## src/hdl/nkd_pkg.sv

```systemverilog
// Shared types, constants and NAL type helpers for the keyframe detector.
package nkd_pkg;

  // Field widths.
  localparam int unsigned ByteW = 8;
  localparam int unsigned HoldW = 3;

  // Depth of the queue between the front and back parts.
  localparam int unsigned QueueDepthDef = 4;

  // Codec select codes.
  localparam logic CodecH264 = 1'b0;
  localparam logic CodecH265 = 1'b1;

  // NAL type field masks.
  localparam logic [7:0] H264TypeMask = 8'h1F;
  localparam logic [5:0] H265TypeMask = 6'h3F;

  // Qualifying H.264 types.
  localparam logic [4:0] H264Idr = 5'd5;
  localparam logic [4:0] H264Sps = 5'd7;
  localparam logic [4:0] H264Pps = 5'd8;

  // Qualifying H.265 type ranges.
  localparam logic [5:0] H265IrapLo  = 6'd19;
  localparam logic [5:0] H265IrapHi  = 6'd21;
  localparam logic [5:0] H265ParmLo  = 6'd32;
  localparam logic [5:0] H265ParmHi  = 6'd34;

  // One event handed from the front part to the back part.
  typedef struct packed {
    logic             hdr_valid;  // beat was a NAL header byte
    logic [ByteW-1:0] hdr;        // the header byte
    logic             four;       // start code had the four-byte form
    logic             last;       // beat closed the frame
    logic             codec;      // codec select when the beat arrived
  } nkd_event_t;

  // H.264: IDR slice, SPS or PPS.
  function automatic logic h264_flags(input logic [ByteW-1:0] hdr);
    logic [4:0] t;
    t = 5'(hdr & H264TypeMask);
    return (t == H264Idr) || (t == H264Sps) || (t == H264Pps);
  endfunction

  // H.265: IRAP types 19 to 21 and VPS/SPS/PPS.
  function automatic logic h265_flags(input logic [ByteW-1:0] hdr);
    logic [5:0] t;
    t = 6'(hdr >> 1) & H265TypeMask;
    return ((t >= H265IrapLo) && (t <= H265IrapHi)) ||
           ((t >= H265ParmLo) && (t <= H265ParmHi));
  endfunction

endpackage

```

## src/hdl/nkd_front.sv

```systemverilog
// Front part: takes byte beats, finds start codes and emits header and frame-end events.
module nkd_front (
  input  logic                       clk,
  input  logic                       rst_n,
  input  logic                       codec_sel,
  input  logic                       in_valid,
  output logic                       in_ready,
  input  logic [nkd_pkg::ByteW-1:0]  in_data_byte,
  input  logic                       in_last_byte,
  input  logic                       q_full,
  output logic                       q_push,
  output nkd_pkg::nkd_event_t        q_event
);
  import nkd_pkg::*;

  logic [ByteW-1:0] recent_r   [4];
  logic [ByteW-1:0] recent_nxt [4];
  logic [HoldW-1:0] hold_r, hold_nxt;
  logic             accept;
  logic             is_header;
  logic             four;

  assign in_ready = !q_full;
  assign accept   = in_valid && in_ready;

  // Start code check over the bytes held in the search window.
  assign is_header = (hold_r >= HoldW'(3)) && (recent_r[2] == '0) &&
                     (recent_r[1] == '0) && (recent_r[0] == ByteW'(1));
  assign four      = (hold_r >= HoldW'(4)) && (recent_r[3] == '0);

  // Only header bytes and frame ends go to the back part.
  assign q_push            = accept && (is_header || in_last_byte);
  assign q_event.hdr_valid = is_header;
  assign q_event.hdr       = in_data_byte;
  assign q_event.four      = four;
  assign q_event.last      = in_last_byte;
  assign q_event.codec     = codec_sel;

  // Byte history and window count update.
  always_comb begin
    for (int k = 0; k < 4; k++) begin
      recent_nxt[k] = recent_r[k];
    end
    hold_nxt = hold_r;
    if (accept) begin
      if (in_last_byte) begin
        for (int k = 0; k < 4; k++) begin
          recent_nxt[k] = '0;
        end
        hold_nxt = '0;
      end else begin
        for (int k = 3; k > 0; k--) begin
          recent_nxt[k] = recent_r[k-1];
        end
        recent_nxt[0] = in_data_byte;
        if (is_header) begin
          hold_nxt = '0;
        end else if (hold_r < HoldW'(4)) begin
          hold_nxt = hold_r + HoldW'(1);
        end
      end
    end
  end

  always_ff @(posedge clk) begin
    if (!rst_n) begin
      for (int k = 0; k < 4; k++) begin
        recent_r[k] <= '0;
      end
      hold_r <= '0;
    end else begin
      for (int k = 0; k < 4; k++) begin
        recent_r[k] <= recent_nxt[k];
      end
      hold_r <= hold_nxt;
    end
  end

endmodule

```

## src/hdl/nkd_queue.sv

```systemverilog
// Short event queue between the front and back parts.
module nkd_queue #(
  parameter int unsigned DEPTH = nkd_pkg::QueueDepthDef
) (
  input  logic                 clk,
  input  logic                 rst_n,
  input  logic                 push,
  input  nkd_pkg::nkd_event_t  push_event,
  input  logic                 pop,
  output nkd_pkg::nkd_event_t  head_event,
  output logic                 empty,
  output logic                 full
);
  import nkd_pkg::*;

  localparam int unsigned PtrW = (DEPTH > 1) ? $clog2(DEPTH) : 1;
  localparam int unsigned CntW = $clog2(DEPTH + 1);

  nkd_event_t      store_r [DEPTH];
  logic [PtrW-1:0] wr_ptr_r, wr_ptr_nxt;
  logic [PtrW-1:0] rd_ptr_r, rd_ptr_nxt;
  logic [CntW-1:0] cnt_r, cnt_nxt;
  logic            do_push;
  logic            do_pop;

  assign empty      = (cnt_r == '0);
  assign full       = (cnt_r == CntW'(DEPTH));
  assign do_push    = push && !full;
  assign do_pop     = pop && !empty;
  assign head_event = store_r[rd_ptr_r];

  // Pointer and fill count update with wrap at the depth.
  always_comb begin
    wr_ptr_nxt = wr_ptr_r;
    rd_ptr_nxt = rd_ptr_r;
    cnt_nxt    = cnt_r;
    if (do_push) begin
      wr_ptr_nxt = (wr_ptr_r == PtrW'(DEPTH - 1)) ? '0 : wr_ptr_r + PtrW'(1);
    end
    if (do_pop) begin
      rd_ptr_nxt = (rd_ptr_r == PtrW'(DEPTH - 1)) ? '0 : rd_ptr_r + PtrW'(1);
    end
    if (do_push && !do_pop) begin
      cnt_nxt = cnt_r + CntW'(1);
    end else if (do_pop && !do_push) begin
      cnt_nxt = cnt_r - CntW'(1);
    end
  end

  always_ff @(posedge clk) begin
    if (!rst_n) begin
      wr_ptr_r <= '0;
      rd_ptr_r <= '0;
      cnt_r    <= '0;
    end else begin
      wr_ptr_r <= wr_ptr_nxt;
      rd_ptr_r <= rd_ptr_nxt;
      cnt_r    <= cnt_nxt;
    end
  end

  // Entry storage needs no reset.
  always_ff @(posedge clk) begin
    if (do_push) begin
      store_r[wr_ptr_r] <= push_event;
    end
  end

endmodule

```

## src/hdl/nkd_back.sv

```systemverilog
// Back part: judges header types, tracks the frame flag and drives the result register.
module nkd_back (
  input  logic                 clk,
  input  logic                 rst_n,
  input  nkd_pkg::nkd_event_t  head_event,
  input  logic                 q_empty,
  output logic                 q_pop,
  output logic                 out_valid,
  input  logic                 out_ready,
  output logic                 out_keyframe
);
  import nkd_pkg::*;

  logic found_r, found_nxt;
  logic out_valid_r, out_valid_nxt;
  logic out_key_r, out_key_nxt;
  logic slot_free;
  logic counts;

  // A frame end can only leave the queue when the result register has room.
  assign slot_free = !out_valid_r || out_ready;
  assign q_pop     = !q_empty && (!head_event.last || slot_free);

  // Header qualification under the codec captured with the beat.
  always_comb begin
    counts = 1'b0;
    if (head_event.hdr_valid) begin
      case (head_event.codec)
        CodecH265: counts = !head_event.last && h265_flags(head_event.hdr);
        CodecH264: counts = (head_event.four || !head_event.last) &&
                            h264_flags(head_event.hdr);
        default:   counts = 1'b0;
      endcase
    end
  end

  // Frame flag and result register.
  always_comb begin
    found_nxt     = found_r;
    out_valid_nxt = out_valid_r;
    out_key_nxt   = out_key_r;
    if (out_valid_r && out_ready) begin
      out_valid_nxt = 1'b0;
    end
    if (q_pop) begin
      if (head_event.last) begin
        out_valid_nxt = 1'b1;
        out_key_nxt   = found_r || counts;
        found_nxt     = 1'b0;
      end else if (counts) begin
        found_nxt = 1'b1;
      end
    end
  end

  always_ff @(posedge clk) begin
    if (!rst_n) begin
      found_r     <= 1'b0;
      out_valid_r <= 1'b0;
    end else begin
      found_r     <= found_nxt;
      out_valid_r <= out_valid_nxt;
    end
  end

  always_ff @(posedge clk) begin
    out_key_r <= out_key_nxt;
  end

  assign out_valid    = out_valid_r;
  assign out_keyframe = out_key_r;

endmodule

```

## src/hdl/nal_keyframe_detector.sv

```systemverilog
// Top level of the Annex B keyframe detector.
//
// The input channel carries one frame byte per beat (in_data_byte) with
// in_last_byte set on the final byte of the frame. The output channel gives
// one beat per frame: out_keyframe is high when the frame holds a counted
// keyframe or parameter-set NAL header under the selected codec rules.
// cfg_codec_select is written with cfg_wr_en (0 = H.264, 1 = H.265) and is
// sampled with each header byte.
//
// Throughput is one byte per cycle while the queue has room. The front part
// finds start codes in a four-byte history and queues one event per header
// byte or frame end; the back part retires one event per cycle unless a frame
// end waits on a stalled output register. A frame end waits in the queue behind
// any events ahead of it and then loads the result into the output register.
//
// Reset clears the byte history, the queue, the frame flag and the codec
// select. When the receiver stalls, the result holds in the output register,
// events pile up in the queue, and in_ready drops only once the queue fills.
module nal_keyframe_detector #(
  parameter int unsigned QUEUE_DEPTH = nkd_pkg::QueueDepthDef
) (
  input  logic                      clk,
  input  logic                      rst_n,
  input  logic                      cfg_wr_en,
  input  logic                      cfg_codec_select,
  input  logic                      in_valid,
  output logic                      in_ready,
  input  logic [nkd_pkg::ByteW-1:0] in_data_byte,
  input  logic                      in_last_byte,
  output logic                      out_valid,
  input  logic                      out_ready,
  output logic                      out_keyframe
);
  import nkd_pkg::*;

  logic       codec_r;
  logic       q_full;
  logic       q_empty;
  logic       q_push;
  logic       q_pop;
  nkd_event_t push_event;
  nkd_event_t head_event;

  // Codec select register.
  always_ff @(posedge clk) begin
    if (!rst_n) begin
      codec_r <= CodecH264;
    end else if (cfg_wr_en) begin
      codec_r <= cfg_codec_select;
    end
  end

  nkd_front u_front (
    .clk          (clk),
    .rst_n        (rst_n),
    .codec_sel    (codec_r),
    .in_valid     (in_valid),
    .in_ready     (in_ready),
    .in_data_byte (in_data_byte),
    .in_last_byte (in_last_byte),
    .q_full       (q_full),
    .q_push       (q_push),
    .q_event      (push_event)
  );

  nkd_queue #(
    .DEPTH (QUEUE_DEPTH)
  ) u_queue (
    .clk        (clk),
    .rst_n      (rst_n),
    .push       (q_push),
    .push_event (push_event),
    .pop        (q_pop),
    .head_event (head_event),
    .empty      (q_empty),
    .full       (q_full)
  );

  nkd_back u_back (
    .clk          (clk),
    .rst_n        (rst_n),
    .head_event   (head_event),
    .q_empty      (q_empty),
    .q_pop        (q_pop),
    .out_valid    (out_valid),
    .out_ready    (out_ready),
    .out_keyframe (out_keyframe)
  );

endmodule

```

## config.mk

```make
export PLATFORM = sky130hd
export DESIGN_NAME = nal_keyframe_detector
export DESIGN_NICKNAME = d
export VERILOG_FILES = /design/src/hdl/nkd_pkg.sv /design/src/hdl/nkd_front.sv /design/src/hdl/nkd_queue.sv /design/src/hdl/nkd_back.sv /design/src/hdl/nal_keyframe_detector.sv
export SDC_FILE = /design/constraint.sdc
export NUM_CORES = 1
export LEC_CHECK = 0
export BUFFER_PORTS_ARGS = -buffer_cell sky130_fd_sc_hd__buf_2
export CAP_MARGIN = 25
export CORE_ASPECT_RATIO = 0.5
export CORE_MARGIN = 1
export CORE_UTILIZATION = 54
export DETAILED_ROUTE_END_ITERATION = 12
export PLACE_DENSITY_LB_ADDON = 0.15
export RECOVER_POWER = 25
export SYNTH_ARGS = -nofsm -noshare
export SYNTH_HDL_FRONTEND = slang
export SYNTH_SLANG_ARGS = --single-unit
```

## constraint.sdc

```tcl
create_clock -name clk -period 2.7 [get_ports clk]
set_clock_uncertainty 0.2 [all_clocks]
set_input_delay 0.405 -clock clk [delete_from_list [all_inputs] [get_ports clk]]
set_output_delay 0.405 -clock clk [all_outputs]
set_load 0.02 [all_outputs]
```

Yosys cells after proc, flatten, opt, wreduce, memory -nomap -nowiden
Memory sizes are Yosys's and may differ from the RTL's. A register that Yosys moved wholly into a read port is not among the register bits.
Index checks and enable logic that the tools add are counted.
{ "word_totals": {"regBits": 14, "ramBits": 80, "input_bits": 15, "output_inout_bits": 3, "mem_count": 2} }
{ "memory_table": {"columns": ["name", "words", "word_bits", "read_ports", "rd_ports_with_merged_regs", "wr", "line_no", "source"], "rows": [
  ["u_queue.store_r", 4, 12, 1, 1, 1, "nkd_queue.sv:19", "nkd_event_t store_r [DEPTH];"],
  ["u_front.recent_r", 4, 8, 4, 0, 4, "nkd_front.sv:16", "logic [ByteW-1:0] recent_r [4];"]
]} }
{ "op_classes": {"addsub": 5, "magnitude_cmp": 7, "eq_ne": 7, "mux": 26, "bitwise": 5, "reduce_logical": 40} }
{ "op_table": {"columns": ["cell", "n"], "rows": [
  ["2-to-1 mux 32 bit", 2],
  ["2-to-1 mux 8 bit", 4],
  ["zero test 8 bit", 3],
  ["logical AND 1 bit", 16],
  ["2-to-1 mux 3 bit", 5],
  ["equality test 5 x 3 -> 1 bit (second input constant)", 2],
  ["2-to-1 mux 1 bit", 10],
  ["equality test 8 x 1 -> 1 bit (second input constant)", 1],
  ["logical OR 1 bit", 8],
  ["2-to-1 mux 2 bit", 4],
  ["adder 3 x 1 -> 3 bit (second input constant)", 2],
  [">= comparator 6 x 5 -> 1 bit (second input constant)", 1],
  [">= comparator 6 bit (second input constant)", 1],
  ["less-or-equal comparator 6 x 5 -> 1 bit (second input constant)", 1],
  ["less-or-equal comparator 6 bit (second input constant)", 1],
  ["zero test 1 bit", 6],
  ["AND reduction 2 bit", 3],
  ["equality test 5 x 4 -> 1 bit (second input constant)", 1],
  ["adder 2 x 1 -> 2 bit (second input constant)", 2],
  ["equality test 2 bit (second input constant)", 2],
  ["bitwise OR 1 bit", 4],
  ["nonzero test 2 bit", 2],
  ["equality test 3 bit (second input constant)", 1],
  [">= comparator 3 x 2 -> 1 bit (second input constant)", 1],
  ["other kinds (7)", 7]
]} }

Logic depth before layout (Yosys ltp)
{ "logic_depth": {"word_depth": 11, "mapped_depth": 12, "depth_no_buf": 12} }

Hierarchy
From an unflattened synthesis, not the netlist that was laid out.
{ "hier_totals": {"hier_cells": 338, "area_unflattened_um2": 4259.1} }
{ "by_module_without_submodules": {"columns": ["module", "n_inst", "cells_each", "area_each_um2"], "rows": [
  ["nkd_queue", 1, 113, 2237.1],
  ["nkd_front", 1, 197, 1757.9],
  ["nkd_back", 1, 25, 227.7],
  ["nal_keyframe_detector", 1, 3, 36.3]
]} }

Worst setup path before layout
Ideal clock, no wire load.
{ "synth_path": {"path_type": "register to register", "startpoint": "mem u_front.recent_r[1][7], in the netlist u_front.recent_r[0][15]", "endpoint": "reg u_queue.cnt_r[2]", "setup_time_ns": 0.071, "arrival_time_ns": 2.653, "required_time_ns": 2.429, "setup_slack_ns": -0.224, "stages_incl_launch_ff": 11, "n_path_buf": 0, "cell_sequence": "dfxtp_1 or4_4 nor3_4 a21oi_2 nor2_1 ha_1 inv_1 fa_1 xor2_1 or3_1 a21oi_1"} }
{ "synth_lines": {"columns": ["element", "line_no", "source"], "rows": [
  ["start: declaration", "nkd_front.sv:16", null],
  ["end signal: assignment", "nkd_queue.sv:58", "cnt_r <= cnt_nxt;"],
  ["end: declaration", "nkd_queue.sv:22", "logic [CntW-1:0] cnt_r, cnt_nxt;"]
]} }

==> results.json <==
{
  "nFillCells": 523,
  "htreeDepth": 3,
  "cts.sinks": 92,
  "gp_congestion": 0.775,
  "clockRootBuffer": "clkbuf_16",
  "pre_cts_ws_ns": -0.00863,
  "drt-pass1-iter-count": 4,
  "crit_arrival_ns": 2.77,
  "grt_pass1_vias": 2314,
  "synth_top_family_by_area": "simple AND/OR/NAND/NOR gates",
  "grt_first_pass_wirelength_um": 11200,
  "ant_nets": 0,
  "crit_fanout": 2,
  "worstPathRequired_ns": 2.76,
  "initial_core_util_pct": 56.4,
  "num_antenna_cells": 0,
  "relSlewSlack_pct": -8.41,
  "drc": 0,
  "status": "finished, violations left",
  "drv_cap": 1,
  "r2r_slack_ns": -0.0007,
  "initialDrtViolationCount": 153,
  "clkTransAtPathRegs_ns": 0.06,
  "hold_viol_final": 0,
  "port_buffers": 17,
  "wire_per_inst_um": 16.2,
  "r2r_end": "u_queue.cnt_r[2]$_SDFFE_PN0P_",
  "finalPower_mw": 3.79,
  "p_leak_nw": 1.55,
  "core_um2": 6750,
  "max_freq_mhz": 370,
  "netlist_instances": 320,
  "via_count": 2484,
  "clk_latency_ns": 0.34,
  "dieHeight_um": 61.4,
  "tightest_slew_ns": 1.63,
  "violations": "max-capacitance violations, max-slew violations, negative setup slack",
  "viasPerCell": 5.59,
  "cts_tree": "done",
  "syn-num-nets": 345,
  "finalSetupTns_ns": -0.000745,
  "synth.top_cell.area_share_pct": 35.5,
  "dieArea_um2": 7410,
  "startpoint_type": "register",
  "ys_ff_latch": 92,
  "synth-simple-area-share_pct": 18.3,
  "grt_overflow": 0,
  "cts_buffer_depth": 2,
  "worstSetupEndpointType": "register",
  "muxShareOfSynthArea_pct": 5.62,
  "synth_area_um2": 3810,
  "peakVddDrop_uv": 388,
  "crit_type": "reg2reg",
  "synth.area.top_cells": "edfxtp_1 (36%), dfxtp_1 (25%), nor3b_1 (6.7%)",
  "io_pins": 18,
  "synth_xor_area_share_pct": 0.460,
  "fin_crit_ns": 2.70,
  "critPathLaunch": "u_front.recent_r[0][19]$_SDFFE_PN0P_",
  "drive_gt1_share_pct": 17.6,
  "grt_max_degree": 73,
  "r2r-start": "u_front.recent_r[0][19]$_SDFFE_PN0P_",
  "rsz0062_at_grt": "yes",
  "synth_cell_type_count": 42,
  "r2r_cells": 10,
  "antenna_found_initial": 0,
  "whs_path_depth": 3,
  "fin_ws_ns": -0.000745,
  "min-delay-start": "cfg_codec_select",
  "synth_top_cell_by_area": "edfxtp_1",
  "die_width_um": 121,
  "track_usage_pct": 21.1,
  "hold_end": "codec_r$_SDFFE_PN0P_",
  "powerDensity_nw_per_um2": 861,
  "dp_hpwl_um": 4790,
  "postCtsHoldBufs": 0,
  "multi_input_area_um2": 1410,
  "synthAdderAreaFrac_pct": 3.48,
  "hold-worst-slack_ns": 0.103,
  "hp-class": "in2reg",
  "yosysWarnings": 0,
  "ys_seq_area_share_pct": 60.2,
  "fin_crit_sh_pct": 100,
  "syn_area_per_cell_um2": 11.9,
  "numCtsBuffers": 9,
  "synth-compound-area-share_pct": 8.91,
  "rows": 21,
  "routed_wirelength_um": 7180,
  "setup_violations": 1,
  "slew_viol_final": 38,
  "nNetsFinal": 372,
  "seq_area_um2": 2290,
  "area_delta_synth_final_pct": 15.5
}
cell usage after synthesis (all sizes together):
library cell  instances
or4                   4
mux4                  8
ha                    9
nand2b                2
clkinv                1
inv                  10
mux2i                 3
dfxtp                47
fa                    1
nor4b                 2
o21a                  1
nor4                  6
or3b                  2
nor3                  3
and4                  1
and2                  6
a311o                 2
and3b                 1
o221a                 1
clkbuf               15
or3                   2
xor2                  2
nand2                 4
nor3b                35
a31oi                 1
nor2                 43
a211oi                4
nand3                 2
a21oi                42
edfxtp               45
buf                   2
o21ai                10
nor2b                 3
where the power goes:
| part | internal (mW) | total, mW | switching [mW] |
|---|---|---|---|
| combinational | 0.346 | 0.780 | 0.433 |
| sequential | 1.57 | 1.63 | 0.0655 |
| clock | 0.828 | 1.37 | 0.545 |
metal layers:
metal | vias to the layer above | GRT usage (%) | wire length, um
met5 | - | 0 | 0
met4 | 0 | 7.41 | 45
met3 | 4 | 5.83 | 307
met2 | 38 | 34.8 | 3420
met1 | 1217 | 27.7 | 3410
li1 | 1225 | - | -
repair_timing:
action / 4_1_cts / 5_1_grt
pin swaps: 1 / 1
setup buffers: 2 / 1
gates resized for setup: 0 / 1
setup endpoints to repair: 1 / 1
layout by cell type, fill, tap and decap left out, types with 3 or more instances in the layout:
cell type  synthesis  final
a211oi_1           4      4
a21oi_1           41     41
and2_1             5      5
buf_2              1     10
buf_4              0     14
clkbuf_1          15      8
clkbuf_16          0      9
dfxtp_1           47     46
edfxtp_1          45     45
ha_1               9      8
inv_1             10      9
mux2i_1            3      3
mux4_2             7      7
nand2_1            4      3
nor2_1            43     42
nor2b_1            3      3
nor3b_1           34     34
nor4_1             5      5
o21ai_0           10     10
worst max path at each step:
stage / end / slack, ns / depth (start not counted)
after floorplan: u_queue.cnt_r[2]$_SDFFE_PN0P_ / 0.004 / 10
after global placement: u_queue.cnt_r[2]$_SDFFE_PN0P_ / 0.02 / 10
after detailed placement: u_queue.cnt_r[2]$_SDFFE_PN0P_ / -0.009 / 10
after CTS: u_queue.cnt_r[2]$_SDFFE_PN0P_ / 0.01 / 10
after global routing: u_queue.cnt_r[2]$_SDFFE_PN0P_ / -0.11 / 10
final: u_queue.cnt_r[2]$_SDFFE_PN0P_ / -0.0007 / 10
registers in the layout, indices dropped and copies added, names as in the netlist, named ones only:
register,flops
u_queue.store_r,44
u_back.out_valid,1
codec_r,1
u_front.hold_r,3
u_queue.cnt_r,3
u_back.out_keyframe,1
u_back.found_r,1
u_queue.rd_ptr_r,2
u_front.recent_r,32
u_queue.wr_ptr_r,2
area by class of cell:
cell class | count | area share (%)
sequential | 92 | 52.1
multi-input combinational | 200 | 32.1
clock buffer | 9 | 5.12
timing repair buffer | 33 | 4.67
tap | 92 | 2.62
clock inverter | 7 | 2.45
inverter | 11 | 0.939
worst max-delay path, cell delays in order, from the launching register on:
cell	delay (ns)
dfxtp_2	0.32
or4_4	0.54
nor3_4	0.22
a21oi_2	0.09
nor2_2	0.11
ha_2	0.20
inv_2	0.04
fa_2	0.32
xor2_1	0.15
or3_1	0.30
a21oi_1	0.12
through the flow:
step / instances / cell area, um^2 / util (%)
after floorplan: 320 / 3810 / -
after global placement: 424 / 4030 / 59.7
after detailed placement: 425 / 4050 / 60.0
after CTS: 443 / 4400 / 65.2
after global routing: 444 / 4400 / 65.1
final: 444 / 4400 / 65.1
cell families after synthesis:
kind of cell,after synthesis
adder cells (fa/ha/maj),10
XOR/XNOR,2
AO/OA/AOI/OAI,61
AND/OR/NAND/NOR,116
multiplexers,11
buffers and inverters,28
flip-flops,92
Note: power is estimated with default switching activity, not from simulation.
